`src/hw/rtl/twr_pkg.sv`:
```
// Shared types, widths and codes for the time-weighted resampler.
// No dependencies; every other file refers to this package by scoped name.

package twr_pkg;

	localparam int unsigned TIME_W     = 32;
	localparam int unsigned VAL_W      = 32;
	localparam int unsigned IVL_W      = 20;
	localparam int unsigned ACC_W      = 64;
	localparam int unsigned DUR_W      = TIME_W + 1;
	localparam int unsigned KIND_W     = 2;
	localparam int unsigned CFG_IDX_W  = 2;
	localparam int unsigned CFG_DATA_W = 32;

	localparam int unsigned GAP_LIMIT_DEF = 62;

	// iterations of the bit-serial unit
	localparam int unsigned MUL_STEPS  = DUR_W;
	localparam int unsigned DIV_STEPS  = ACC_W;
	localparam int unsigned STEP_CNT_W = $clog2(DIV_STEPS);

	localparam logic [TIME_W-1:0] WSTART_RESET = '0;
	localparam logic [IVL_W-1:0]  IVL_RESET    = IVL_W'(60);

	// register indexes
	localparam logic [CFG_IDX_W-1:0] REG_WINDOW_START    = CFG_IDX_W'(0);
	localparam logic [CFG_IDX_W-1:0] REG_INTERVAL_LENGTH = CFG_IDX_W'(1);

	// slot kinds
	localparam logic [KIND_W-1:0] KIND_AVG = KIND_W'(0);
	localparam logic [KIND_W-1:0] KIND_MIN = KIND_W'(1);
	localparam logic [KIND_W-1:0] KIND_MAX = KIND_W'(2);

	typedef struct packed {
		logic [TIME_W-1:0]       sample_time;
		logic signed [VAL_W-1:0] sample_value;
		logic                    final_sample;
	} in_item_t;

	typedef struct packed {
		logic [TIME_W-1:0]       slot_time;
		logic signed [VAL_W-1:0] slot_value;
		logic [KIND_W-1:0]       slot_kind;
		logic                    last_slot;
		logic                    gap_error;
	} out_item_t;

	typedef struct packed {
		logic [TIME_W-1:0] window_start;
		logic [IVL_W-1:0]  interval;
	} cfg_t;

	typedef enum logic {
		OP_MUL,
		OP_DIV
	} arith_op_t;

	typedef struct packed {
		logic      start;
		arith_op_t op;
	} arith_req_t;

	typedef struct packed {
		logic done;
	} arith_sts_t;

	typedef enum logic [3:0] {
		ST_IDLE,
		ST_LOAD,
		ST_DECIDE,
		ST_FIRST_WAIT,
		ST_GAP_WAIT,
		ST_ACC_GO,
		ST_ACC_WAIT,
		ST_CLOSE_MUL,
		ST_CLOSE_MUL_WAIT,
		ST_CLOSE_DIV_WAIT,
		ST_PUSH,
		ST_FINAL_EMIT
	} seq_state_t;

endpackage

```
`src/hw/rtl/twr_arith.sv`:
```
// Shared bit-serial arithmetic unit: shift-add multiply-accumulate and
// restoring divide of a 64-bit magnitude by a 20-bit divisor. Uses twr_pkg.

module twr_arith (
	input  logic                                 clk,
	input  logic                                 arst_n,
	input  twr_pkg::arith_req_t                  req,
	input  logic [twr_pkg::ACC_W-1:0]            opa,
	input  logic [twr_pkg::DUR_W-1:0]            opb,
	input  logic [twr_pkg::ACC_W-1:0]            addend,
	output twr_pkg::arith_sts_t                  sts,
	output logic [twr_pkg::ACC_W-1:0]            result,
	output logic [twr_pkg::IVL_W-1:0]            remainder,
	output logic                                 neg
);

	logic                              busy_q;
	logic                              done_q;
	logic [twr_pkg::STEP_CNT_W-1:0]    cnt_q;
	twr_pkg::arith_op_t                op_q;
	logic [twr_pkg::ACC_W-1:0]         sh_q;
	logic [twr_pkg::DUR_W-1:0]         mb_q;
	logic [twr_pkg::ACC_W-1:0]         acc_q;
	logic [twr_pkg::IVL_W-1:0]         rem_q;
	logic                              neg_q;

	logic [twr_pkg::IVL_W:0]           rem_sh;
	logic [twr_pkg::IVL_W:0]           rem_sub;
	logic                              fits;

	assign rem_sh  = {rem_q, sh_q[twr_pkg::ACC_W-1]};
	assign fits    = rem_sh >= {1'b0, mb_q[twr_pkg::IVL_W-1:0]};
	assign rem_sub = rem_sh - {1'b0, mb_q[twr_pkg::IVL_W-1:0]};

	always_ff @(posedge clk or negedge arst_n) begin
		if (!arst_n) begin
			busy_q <= 1'b0;
			done_q <= 1'b0;
			cnt_q  <= '0;
		end else begin
			done_q <= 1'b0;
			if (req.start) begin
				busy_q <= 1'b1;
				if (req.op == twr_pkg::OP_MUL) begin
					cnt_q <= twr_pkg::STEP_CNT_W'(twr_pkg::MUL_STEPS - 1);
				end else begin
					cnt_q <= twr_pkg::STEP_CNT_W'(twr_pkg::DIV_STEPS - 1);
				end
			end else if (busy_q) begin
				if (cnt_q == '0) begin
					busy_q <= 1'b0;
					done_q <= 1'b1;
				end else begin
					cnt_q <= cnt_q - 1'b1;
				end
			end
		end
	end

	always_ff @(posedge clk) begin
		if (req.start) begin
			op_q <= req.op;
			mb_q <= opb;
			rem_q <= '0;
			if (req.op == twr_pkg::OP_MUL) begin
				sh_q  <= opa;
				acc_q <= addend;
			end else begin
				// divide works on the magnitude, sign kept aside
				neg_q <= opa[twr_pkg::ACC_W-1];
				sh_q  <= opa[twr_pkg::ACC_W-1] ? (~opa + 1'b1) : opa;
			end
		end else if (busy_q) begin
			if (op_q == twr_pkg::OP_MUL) begin
				if (mb_q[0]) begin
					acc_q <= acc_q + sh_q;
				end
				sh_q <= {sh_q[twr_pkg::ACC_W-2:0], 1'b0};
				mb_q <= {1'b0, mb_q[twr_pkg::DUR_W-1:1]};
			end else begin
				rem_q <= fits ? rem_sub[twr_pkg::IVL_W-1:0] : rem_sh[twr_pkg::IVL_W-1:0];
				sh_q  <= {sh_q[twr_pkg::ACC_W-2:0], fits};
			end
		end
	end

	assign sts.done  = done_q;
	assign result    = (op_q == twr_pkg::OP_MUL) ? acc_q : sh_q;
	assign remainder = rem_q;
	assign neg       = neg_q;

endmodule

```
`src/hw/rtl/twr_seq.sv`:
```
// Sequencer and series state: slot grid, weighted sum, min/max, pending slot,
// extremum choice and the output register. Drives twr_arith; uses twr_pkg.

module twr_seq #(
	parameter int unsigned GAP_LIMIT = twr_pkg::GAP_LIMIT_DEF
) (
	input  logic                          clk,
	input  logic                          arst_n,
	input  logic                          in_valid,
	output logic                          in_ready,
	input  twr_pkg::in_item_t             in_data,
	output logic                          out_valid,
	input  logic                          out_ready,
	output twr_pkg::out_item_t            out_data,
	input  twr_pkg::cfg_t                 cfg,
	output twr_pkg::arith_req_t           req,
	output logic [twr_pkg::ACC_W-1:0]     opa,
	output logic [twr_pkg::DUR_W-1:0]     opb,
	output logic [twr_pkg::ACC_W-1:0]     addend,
	input  twr_pkg::arith_sts_t           sts,
	input  logic [twr_pkg::ACC_W-1:0]     result,
	input  logic [twr_pkg::IVL_W-1:0]     remainder,
	input  logic                          neg
);

	localparam int unsigned CNT_W = $clog2(GAP_LIMIT + 1);
	localparam int unsigned TW    = twr_pkg::TIME_W;
	localparam int unsigned VW    = twr_pkg::VAL_W;

	twr_pkg::seq_state_t      state_q, state_d;
	twr_pkg::in_item_t        item_q;
	logic [TW-1:0]            tc_q;
	logic [TW-1:0]            sb_q;
	logic [TW-1:0]            last_q;
	logic [twr_pkg::ACC_W-1:0] wt_q;
	logic signed [VW-1:0]     held_q;
	logic signed [VW-1:0]     smin_q;
	logic signed [VW-1:0]     smax_q;
	logic                     seen_q;
	logic [1:0]               avs_q;
	logic signed [VW-1:0]     prev_q;
	logic [TW-1:0]            ptime_q;
	logic signed [VW-1:0]     pmin_q;
	logic signed [VW-1:0]     pmax_q;
	logic signed [VW-1:0]     pavg_q;
	logic signed [VW-1:0]     avg_q;
	logic                     gap_q;
	logic [CNT_W-1:0]         cnt_q;
	logic [TW-1:0]            gap_base_q;
	logic                     fin_close_q;
	logic                     out_valid_q;
	twr_pkg::out_item_t       out_q;

	logic [TW:0]              slot_end;
	logic [TW:0]              dur_close;
	logic [twr_pkg::ACC_W-1:0] held_ext;
	logic [TW-1:0]            tc_raw;
	logic                     crosses;
	logic                     gap_now;
	logic                     q_big;
	logic signed [VW-1:0]     avg_sat;
	logic signed [VW-1:0]     pick_val;
	logic [twr_pkg::KIND_W-1:0] pick_kind;
	logic                     out_free;
	logic                     out_load;
	twr_pkg::out_item_t       out_next;
	logic                     push_go;
	logic                     loop_done;

	assign slot_end  = {1'b0, sb_q} + {{(TW + 1 - twr_pkg::IVL_W){1'b0}}, cfg.interval};
	assign dur_close = (slot_end > {1'b0, last_q}) ? (slot_end - {1'b0, last_q}) : '0;
	assign held_ext  = {{(twr_pkg::ACC_W - VW){held_q[VW-1]}}, held_q};
	assign crosses   = {1'b0, tc_q} >= slot_end;

	always_comb begin
		if (seen_q) begin
			tc_raw = (item_q.sample_time < last_q) ? last_q : item_q.sample_time;
		end else begin
			tc_raw = (item_q.sample_time < cfg.window_start) ? cfg.window_start
				: item_q.sample_time;
		end
	end

	assign gap_now = result > twr_pkg::ACC_W'(GAP_LIMIT);

	// quotient saturated to the signed 32-bit range
	assign q_big = |result[twr_pkg::ACC_W-1:VW-1];
	always_comb begin
		if (neg) begin
			avg_sat = q_big ? {1'b1, {(VW - 1){1'b0}}} : -$signed(result[VW-1:0]);
		end else begin
			avg_sat = q_big ? {1'b0, {(VW - 1){1'b1}}} : $signed(result[VW-1:0]);
		end
	end

	// pending slot against both neighbours
	always_comb begin
		pick_val  = pavg_q;
		pick_kind = twr_pkg::KIND_AVG;
		if (avs_q == 2'd2) begin
			if (prev_q > pavg_q && pavg_q < avg_q) begin
				pick_val  = pmin_q;
				pick_kind = twr_pkg::KIND_MIN;
			end else if (prev_q < pavg_q && pavg_q > avg_q) begin
				pick_val  = pmax_q;
				pick_kind = twr_pkg::KIND_MAX;
			end
		end
	end

	assign out_free  = !out_valid_q || out_ready;
	assign push_go   = (state_q == twr_pkg::ST_PUSH) && (avs_q == 2'd0 || out_free);
	assign loop_done = cnt_q == CNT_W'(1);

	always_ff @(posedge clk or negedge arst_n) begin
		if (!arst_n) begin
			state_q <= twr_pkg::ST_IDLE;
		end else begin
			state_q <= state_d;
		end
	end

	always_comb begin
		state_d   = state_q;
		in_ready  = 1'b0;
		req.start = 1'b0;
		req.op    = twr_pkg::OP_MUL;
		opa       = held_ext;
		opb       = dur_close;
		addend    = wt_q;
		out_load  = 1'b0;
		out_next.slot_time  = ptime_q;
		out_next.slot_value = pick_val;
		out_next.slot_kind  = pick_kind;
		out_next.last_slot  = 1'b0;
		out_next.gap_error  = gap_q;
		case (state_q)
			twr_pkg::ST_IDLE: begin
				in_ready = 1'b1;
				if (in_valid) begin
					state_d = twr_pkg::ST_LOAD;
				end
			end
			twr_pkg::ST_LOAD: begin
				state_d = twr_pkg::ST_DECIDE;
			end
			twr_pkg::ST_DECIDE: begin
				opb = {{(twr_pkg::DUR_W - twr_pkg::IVL_W){1'b0}}, cfg.interval};
				if (!seen_q) begin
					req.start = 1'b1;
					req.op    = twr_pkg::OP_DIV;
					opa       = {{(twr_pkg::ACC_W - TW){1'b0}}, tc_q - cfg.window_start};
					state_d   = twr_pkg::ST_FIRST_WAIT;
				end else if (crosses) begin
					req.start = 1'b1;
					req.op    = twr_pkg::OP_DIV;
					opa       = {{(twr_pkg::ACC_W - TW){1'b0}}, tc_q - sb_q};
					state_d   = twr_pkg::ST_GAP_WAIT;
				end else begin
					state_d = twr_pkg::ST_ACC_GO;
				end
			end
			twr_pkg::ST_FIRST_WAIT: begin
				if (sts.done) begin
					state_d = twr_pkg::ST_ACC_GO;
				end
			end
			twr_pkg::ST_GAP_WAIT: begin
				if (sts.done) begin
					state_d = twr_pkg::ST_CLOSE_MUL;
				end
			end
			twr_pkg::ST_ACC_GO: begin
				req.start = 1'b1;
				opb       = {1'b0, tc_q - last_q};
				state_d   = twr_pkg::ST_ACC_WAIT;
			end
			twr_pkg::ST_ACC_WAIT: begin
				if (sts.done) begin
					state_d = item_q.final_sample ? twr_pkg::ST_CLOSE_MUL : twr_pkg::ST_IDLE;
				end
			end
			twr_pkg::ST_CLOSE_MUL: begin
				req.start = 1'b1;
				state_d   = twr_pkg::ST_CLOSE_MUL_WAIT;
			end
			twr_pkg::ST_CLOSE_MUL_WAIT: begin
				if (sts.done) begin
					req.start = 1'b1;
					req.op    = twr_pkg::OP_DIV;
					opa       = result;
					opb       = {{(twr_pkg::DUR_W - twr_pkg::IVL_W){1'b0}}, cfg.interval};
					state_d   = twr_pkg::ST_CLOSE_DIV_WAIT;
				end
			end
			twr_pkg::ST_CLOSE_DIV_WAIT: begin
				if (sts.done) begin
					state_d = twr_pkg::ST_PUSH;
				end
			end
			twr_pkg::ST_PUSH: begin
				if (push_go) begin
					out_load = avs_q != 2'd0;
					if (fin_close_q) begin
						state_d = twr_pkg::ST_FINAL_EMIT;
					end else if (loop_done) begin
						state_d = twr_pkg::ST_ACC_GO;
					end else begin
						state_d = twr_pkg::ST_CLOSE_MUL;
					end
				end
			end
			twr_pkg::ST_FINAL_EMIT: begin
				out_next.slot_value = pavg_q;
				out_next.slot_kind  = twr_pkg::KIND_AVG;
				out_next.last_slot  = 1'b1;
				if (out_free) begin
					out_load = 1'b1;
					state_d  = twr_pkg::ST_IDLE;
				end
			end
			default: begin
				state_d = twr_pkg::ST_IDLE;
			end
		endcase
	end

	always_ff @(posedge clk or negedge arst_n) begin
		if (!arst_n) begin
			sb_q        <= '0;
			last_q      <= '0;
			wt_q        <= '0;
			held_q      <= '0;
			smin_q      <= '0;
			smax_q      <= '0;
			seen_q      <= 1'b0;
			avs_q       <= '0;
			prev_q      <= '0;
			ptime_q     <= '0;
			pmin_q      <= '0;
			pmax_q      <= '0;
			pavg_q      <= '0;
			gap_q       <= 1'b0;
			cnt_q       <= '0;
			fin_close_q <= 1'b0;
		end else begin
			case (state_q)
				twr_pkg::ST_LOAD: begin
					gap_q       <= 1'b0;
					fin_close_q <= 1'b0;
				end
				twr_pkg::ST_FIRST_WAIT: begin
					if (sts.done) begin
						// grid starts at the slot holding the first sample
						sb_q   <= tc_q - {{(TW - twr_pkg::IVL_W){1'b0}}, remainder};
						last_q <= tc_q - {{(TW - twr_pkg::IVL_W){1'b0}}, remainder};
						wt_q   <= '0;
						held_q <= item_q.sample_value;
						smin_q <= item_q.sample_value;
						smax_q <= item_q.sample_value;
						seen_q <= 1'b1;
						avs_q  <= '0;
					end
				end
				twr_pkg::ST_GAP_WAIT: begin
					if (sts.done) begin
						gap_q <= gap_now;
						cnt_q <= gap_now ? CNT_W'(GAP_LIMIT) : result[CNT_W-1:0];
					end
				end
				twr_pkg::ST_ACC_WAIT: begin
					if (sts.done) begin
						wt_q   <= result;
						held_q <= item_q.sample_value;
						last_q <= tc_q;
						if (item_q.sample_value < smin_q) begin
							smin_q <= item_q.sample_value;
						end
						if (item_q.sample_value > smax_q) begin
							smax_q <= item_q.sample_value;
						end
						fin_close_q <= item_q.final_sample;
					end
				end
				twr_pkg::ST_CLOSE_MUL_WAIT: begin
					if (sts.done) begin
						wt_q <= result;
					end
				end
				twr_pkg::ST_PUSH: begin
					if (push_go) begin
						if (avs_q != 2'd0) begin
							prev_q <= pavg_q;
						end
						ptime_q <= sb_q;
						pmin_q  <= smin_q;
						pmax_q  <= smax_q;
						pavg_q  <= avg_q;
						if (avs_q != 2'd2) begin
							avs_q <= avs_q + 2'd1;
						end
						// skipped slots: jump the grid to the slot holding the sample
						if (!fin_close_q && loop_done && gap_q) begin
							sb_q   <= gap_base_q;
							last_q <= gap_base_q;
						end else begin
							sb_q   <= slot_end[TW-1:0];
							last_q <= slot_end[TW-1:0];
						end
						wt_q   <= '0;
						smin_q <= held_q;
						smax_q <= held_q;
						if (!fin_close_q) begin
							cnt_q <= cnt_q - CNT_W'(1);
						end
					end
				end
				twr_pkg::ST_FINAL_EMIT: begin
					if (out_free) begin
						sb_q    <= '0;
						last_q  <= '0;
						wt_q    <= '0;
						held_q  <= '0;
						smin_q  <= '0;
						smax_q  <= '0;
						seen_q  <= 1'b0;
						avs_q   <= '0;
						prev_q  <= '0;
						ptime_q <= '0;
						pmin_q  <= '0;
						pmax_q  <= '0;
						pavg_q  <= '0;
					end
				end
				default: begin
				end
			endcase
		end
	end

	// payload registers
	always_ff @(posedge clk) begin
		if (state_q == twr_pkg::ST_IDLE && in_valid) begin
			item_q <= in_data;
		end
		if (state_q == twr_pkg::ST_LOAD) begin
			tc_q <= tc_raw;
		end
		if (state_q == twr_pkg::ST_GAP_WAIT && sts.done) begin
			gap_base_q <= tc_q - {{(TW - twr_pkg::IVL_W){1'b0}}, remainder};
		end
		if (state_q == twr_pkg::ST_CLOSE_DIV_WAIT && sts.done) begin
			avg_q <= avg_sat;
		end
		if (out_load) begin
			out_q <= out_next;
		end
	end

	always_ff @(posedge clk or negedge arst_n) begin
		if (!arst_n) begin
			out_valid_q <= 1'b0;
		end else if (out_load) begin
			out_valid_q <= 1'b1;
		end else if (out_ready) begin
			out_valid_q <= 1'b0;
		end
	end

	assign out_valid = out_valid_q;
	assign out_data  = out_q;

endmodule

```
`src/hw/rtl/time_weighted_resampler_top.sv`:
```
// Time-weighted resampler. One item at a time; in_ready only while idle.
// Per item: load, decide and a multiply-accumulate before ready returns, plus a divide
// on the first sample of a series and a divide when a sample crosses a slot end, plus
// per closed slot a 33-step multiply, a 64-step divide and a push, plus a final emit
// on a final sample. A full output register holds the sequencer until the beat is taken.
// Reset (arst_n, async, active low) clears the series and restores defaults.

module time_weighted_resampler_top #(
	parameter int unsigned GAP_LIMIT = twr_pkg::GAP_LIMIT_DEF
) (
	input  logic                               clk,
	input  logic                               arst_n,
	input  logic                               in_valid,
	output logic                               in_ready,
	input  twr_pkg::in_item_t                  in_data,
	output logic                               out_valid,
	input  logic                               out_ready,
	output twr_pkg::out_item_t                 out_data,
	input  logic                               cfg_valid,
	output logic                               cfg_ready,
	input  logic [twr_pkg::CFG_IDX_W-1:0]      cfg_index,
	input  logic [twr_pkg::CFG_DATA_W-1:0]     cfg_data
);

	logic [twr_pkg::TIME_W-1:0] window_start_q;
	logic [twr_pkg::IVL_W-1:0]  interval_q;
	twr_pkg::cfg_t              cfg;
	twr_pkg::arith_req_t        req;
	twr_pkg::arith_sts_t        sts;
	logic [twr_pkg::ACC_W-1:0]  opa;
	logic [twr_pkg::DUR_W-1:0]  opb;
	logic [twr_pkg::ACC_W-1:0]  addend;
	logic [twr_pkg::ACC_W-1:0]  result;
	logic [twr_pkg::IVL_W-1:0]  remainder;
	logic                       neg;

	assign cfg_ready = 1'b1;

	always_ff @(posedge clk or negedge arst_n) begin
		if (!arst_n) begin
			window_start_q <= twr_pkg::WSTART_RESET;
			interval_q     <= twr_pkg::IVL_RESET;
		end else if (cfg_valid) begin
			case (cfg_index)
				twr_pkg::REG_WINDOW_START: begin
					window_start_q <= cfg_data[twr_pkg::TIME_W-1:0];
				end
				twr_pkg::REG_INTERVAL_LENGTH: begin
					interval_q <= cfg_data[twr_pkg::IVL_W-1:0];
				end
				default: begin
				end
			endcase
		end
	end

	// zero length counts as one second
	assign cfg.window_start = window_start_q;
	assign cfg.interval     = (interval_q == '0) ? twr_pkg::IVL_W'(1) : interval_q;

	twr_seq #(
		.GAP_LIMIT(GAP_LIMIT)
	) u_seq (
		.clk      (clk),
		.arst_n   (arst_n),
		.in_valid (in_valid),
		.in_ready (in_ready),
		.in_data  (in_data),
		.out_valid(out_valid),
		.out_ready(out_ready),
		.out_data (out_data),
		.cfg      (cfg),
		.req      (req),
		.opa      (opa),
		.opb      (opb),
		.addend   (addend),
		.sts      (sts),
		.result   (result),
		.remainder(remainder),
		.neg      (neg)
	);

	twr_arith u_arith (
		.clk      (clk),
		.arst_n   (arst_n),
		.req      (req),
		.opa      (opa),
		.opb      (opb),
		.addend   (addend),
		.sts      (sts),
		.result   (result),
		.remainder(remainder),
		.neg      (neg)
	);

endmodule

```
`config.mk`:
```
export PLATFORM = sky130hd
export DESIGN_NAME = time_weighted_resampler_top
export DESIGN_NICKNAME = d
export VERILOG_FILES = /design/src/hw/rtl/twr_pkg.sv /design/src/hw/rtl/twr_arith.sv /design/src/hw/rtl/twr_seq.sv /design/src/hw/rtl/time_weighted_resampler_top.sv
export SDC_FILE = /design/constraint.sdc
export NUM_CORES = 2
export LEC_CHECK = 0
export BUFFER_PORTS_ARGS = -buffer_cell sky130_fd_sc_hd__buf_2
export CORE_MARGIN = 2
export CORE_UTILIZATION = 45
export DETAILED_ROUTE_END_ITERATION = 8
export PLACE_DENSITY = 0.69
export SETUP_SLACK_MARGIN = 0.02
export SLEW_MARGIN = 30
export SYNTH_ARGS = -nofsm -noshare
export SYNTH_HDL_FRONTEND = slang
export SYNTH_SLANG_ARGS = --single-unit
```
`constraint.sdc`:
```
create_clock -name clk -period 9.6 [get_ports clk]
set_clock_uncertainty 0.15 [all_clocks]
set_input_delay 2.4 -clock clk [delete_from_list [all_inputs] [get_ports clk]]
set_output_delay 2.4 -clock clk [all_outputs]
set_load 0.03 [all_outputs]
```
==> results.yml <==
sta:
  finalCriticalPeriod_ps: 9010
  rsz0062_at_grt: "no"
  slew_headroom_pct: 32.1
  fin_tns_setup_ps: 0
  max_clock_freq_ghz: 0.111
  setup_viol: 0
  worst_slew_pin_slew_ps: 991
  period_share_pct: 93.9
  hold_viol_final: 0
  drv_slew: 0
placement:
  port_buffers: 173
  dpl.hpwl_um: 145000
  gp_congestion: 1.03
outcome:
  status: "complete, no violations"
synthesis:
  postSynthCellCount: 6232
  synth.top_cell.area_share_pct: 20.2
  syn-num-nets: 6822
  synth_edf_count: 392
  synth.cell_area_um2: 58200
  yosysTopAreaCell: "edfxtp_1"
  synth.avg_cell_area_um2: 9.34
  ys_seq_area_share_pct: 40.7
  synthArstFlopShare_pct: 52.8
  synth_cell_types: 109
  yosysWarnings: 0
  synth-seq-cells: 872
  synthTopCellsByArea: "edfxtp_1, dfrtp_1, ha_1"
  ys.flop_type: "dfrtp_1"
global_routing:
  grt_usage_pct: 28.8
  grt_max_degree: 125
  grt_pass1_wl_um: 292000
  grt_pass1_vias: 47600
  antenna_found_initial: 8
  grt-ovfl-total: 0
floorplan:
  start_util_pct: 45.5
  dieArea_um2: 132000
  core_um2: 128000
  die_w_um: 364
  rows: 131
  pin_count: 175
  dieHeight_um: 364
clocking:
  clock_path_buffers: 3
  clock_sinks: 872
  cts_buffers: 98
  htree_levels: 3
  clk_latency_ps: 760
  post_cts_buffers: 0
  cts_tree: "built"
  cts-root-buf: "clkbuf_16"
  cts.clk_slew.worst_paths_ps: 60
drt:
  finalWirelength_um: 193000
  firstDrtPassIters: 7
  vias: 49900
  drtIter0Drc: 5174
  drc: 0
  vias_per_cell: 6.15
  antenna_left: 0
  wl_per_cell_um: 23.8
hold_path:
  min_from: "u_seq.ptime_q[14]$_DFFE_PN0P_"
  min_path_cells: 0
  min_path_type: "reg -> reg"
  min_to: "u_seq.out_data[50]$_DFFE_PP_"
pwr:
  power.leakage_nw: 27.9
  p_per_area_nw_per_um2: 419
  irDropWorstVdd_mv: 0.278
final_layout:
  layout-drive-gt1-share_pct: 10.5
  fin_nets: 6884
  fin_util_pct: 50.3
  syn2layout_area_growth_pct: 10.6
  fillCellCount: 11700
worst_setup_path:
  rrSetupSlack_ps: 590
  cp_common_cell: "a21oi_1"
  cp-start-kind: "register"
  worstPathArrival_ps: 9340
  r2r-start: "interval_q[1]$_DFFE_PN0P_"
  critPathRequiredTime_ps: 9930
  crit_fanout: 19
  r2r-end: "u_arith.sh_q[57]$_DFFE_PP_"
  rr_worst_depth: 33
  cpPeakStageDelay_ps: 560
  critPathSlowestCell: "nor4_1"
  end_kind: "register"
  critPathKind: "reg -> reg"
flow_run:
  max-cap-violations: 0
-- routing by layer --
layer  up-vias  part of all wire (%)  GRT usage (%)
met2      2189                    45           45.5
met5         -                 0.013              0
met1     24200                    42           38.6
met4         4                   5.0           13.1
met3       451                   8.3           4.86
li1      23000                     -              -
-- worst max-delay path: cells and delay by family, from the launching register on --
kind	cells	cell delay, ps
AO/OA/AOI/OAI	16	3760
XOR/XNOR	1	310
adder cells (fa/ha/maj)	3	860
buffers and inverters	3	340
flip-flops	1	430
multiplexers	1	240
AND/OR/NAND/NOR	9	2630
-- power by group --
group,internal [W],switching (W)
clock,0.00230,0.00165
combinational,0.00613,0.00962
sequential,0.00574,0.00151
total,0.0142,0.0128
-- worst max path at each step --
stage | startpoint | end | depth (start not counted)
CTS | interval_q[1]$_DFFE_PN0P_ | u_arith.sh_q[57]$_DFFE_PP_ | 33
floorplan | interval_q[12]$_DFFE_PN0P_ | u_arith.acc_q[0]$_DFFE_PP_ | 24
global placement | interval_q[1]$_DFFE_PN0P_ | u_arith.sh_q[57]$_DFFE_PP_ | 33
detailed placement | interval_q[1]$_DFFE_PN0P_ | u_arith.sh_q[57]$_DFFE_PP_ | 33
global route | interval_q[1]$_DFFE_PN0P_ | u_arith.sh_q[57]$_DFFE_PP_ | 33
finish | interval_q[1]$_DFFE_PN0P_ | u_arith.sh_q[57]$_DFFE_PP_ | 33
-- layout make-up --
cell class              instances  area [um^2]  share of cell area [%]
clock inverters                53          677                    1.05
repair buffers                264         1620                    2.52
flip-flops and latches        872        23700                    36.8
multi-input cells            4647        32000                    49.6
diodes                          4         10.0                  0.0156
well taps                    1729         2160                    3.36
inverters                     411         1550                    2.41
clock buffers                 132         2690                    4.18
-- cells in the mapped netlist (29+ instances only) --
master	n
nor3_1	85
mux2_2	92
o211ai_1	62
nand3_1	83
a21oi_1	456
edfxtp_1	392
o221a_2	66
o31ai_1	61
a211oi_1	57
nor2b_1	65
inv_1	408
ha_1	478
xor2_1	111
a31oi_1	72
a22o_1	129
a21o_1	178
o21a_1	41
nand4_1	69
mux2i_1	78
nand2_1	698
dfrtp_1	456
nand2b_1	106
xnor2_1	185
nor2_1	366
nor4_1	35
o21ai_0	543
o21bai_1	29
clkbuf_1	251
and3_1	50
-- sequential cells by signal, indices dropped and copies added (netlist names), 33 cells and up --
name and cells:
u_arith.acc_q 64, u_arith.mb_q 33, u_arith.sh_q 64, u_seq.addend 64
u_seq.item_q 65, u_seq.out_data 68
-- through the flow --
stage,hold slack [ps],instance area (um^2),instances,worst slack [ps],power [W]
after global routing,318,64400,8110,79.5,0.0288
after global placement,285,60900,7921,556,0.0223
after floorplan,275,58200,6232,489,0.0179
after CTS,303,64300,8107,393,0.0267
final,301,64400,8112,590,0.0270
after detailed placement,287,60900,7922,420,0.0226
-- cell usage in the layout, fill, tap and decap left out, types with 40 or more instances in the layout --
| cell type | synthesis | final |
|---|---|---|
| nor2b_1 | 65 | 65 |
| a21o_1 | 178 | 178 |
| a22o_1 | 129 | 129 |
| clkbuf_16 | 0 | 100 |
| o211ai_1 | 62 | 62 |
| buf_2 | 20 | 172 |
| inv_1 | 408 | 406 |
| nand4_1 | 69 | 69 |
| and3_1 | 50 | 49 |
| ha_1 | 478 | 478 |
| o21ai_0 | 543 | 542 |
| mux2_2 | 92 | 92 |
| o221a_2 | 66 | 66 |
| nand2_1 | 698 | 692 |
| a31oi_1 | 72 | 72 |
| buf_4 | 7 | 85 |
| dfrtp_1 | 456 | 456 |
| nand3_1 | 83 | 82 |
| nor3_1 | 85 | 85 |
| mux2i_1 | 78 | 77 |
| xor2_1 | 111 | 111 |
| edfxtp_1 | 392 | 392 |
| xnor2_1 | 185 | 185 |
| a21oi_1 | 456 | 453 |
| nor2_1 | 366 | 359 |
| a211oi_1 | 57 | 57 |
| nand2b_1 | 106 | 104 |
| o31ai_1 | 61 | 61 |
| o21a_1 | 41 | 40 |
-- cell families (layout without fill, tap and decap cells) --
family                   count (synthesis)  after routing  share of synthesized area (%)
buffers and inverters                  713            860                           4.73
other                                    1              5                        0.00644
multiplexers                           170            170                           3.12
AO/OA/AOI/OAI                         1991           1991                           22.7
XOR/XNOR                               296            296                           4.45
AND/OR/NAND/NOR                       1703           1703                           13.8
flip-flops                             872            872                           40.7
adder cells (fa/ha/maj)                486            486                           10.6
-- what timing repair did --
item,4_1_cts,5_1_grt
endpoints found under the setup margin,0,26
gates resized for setup,0,3
hold buffers,0,0
No activity file was read; power rests on OpenSTA's default activity.
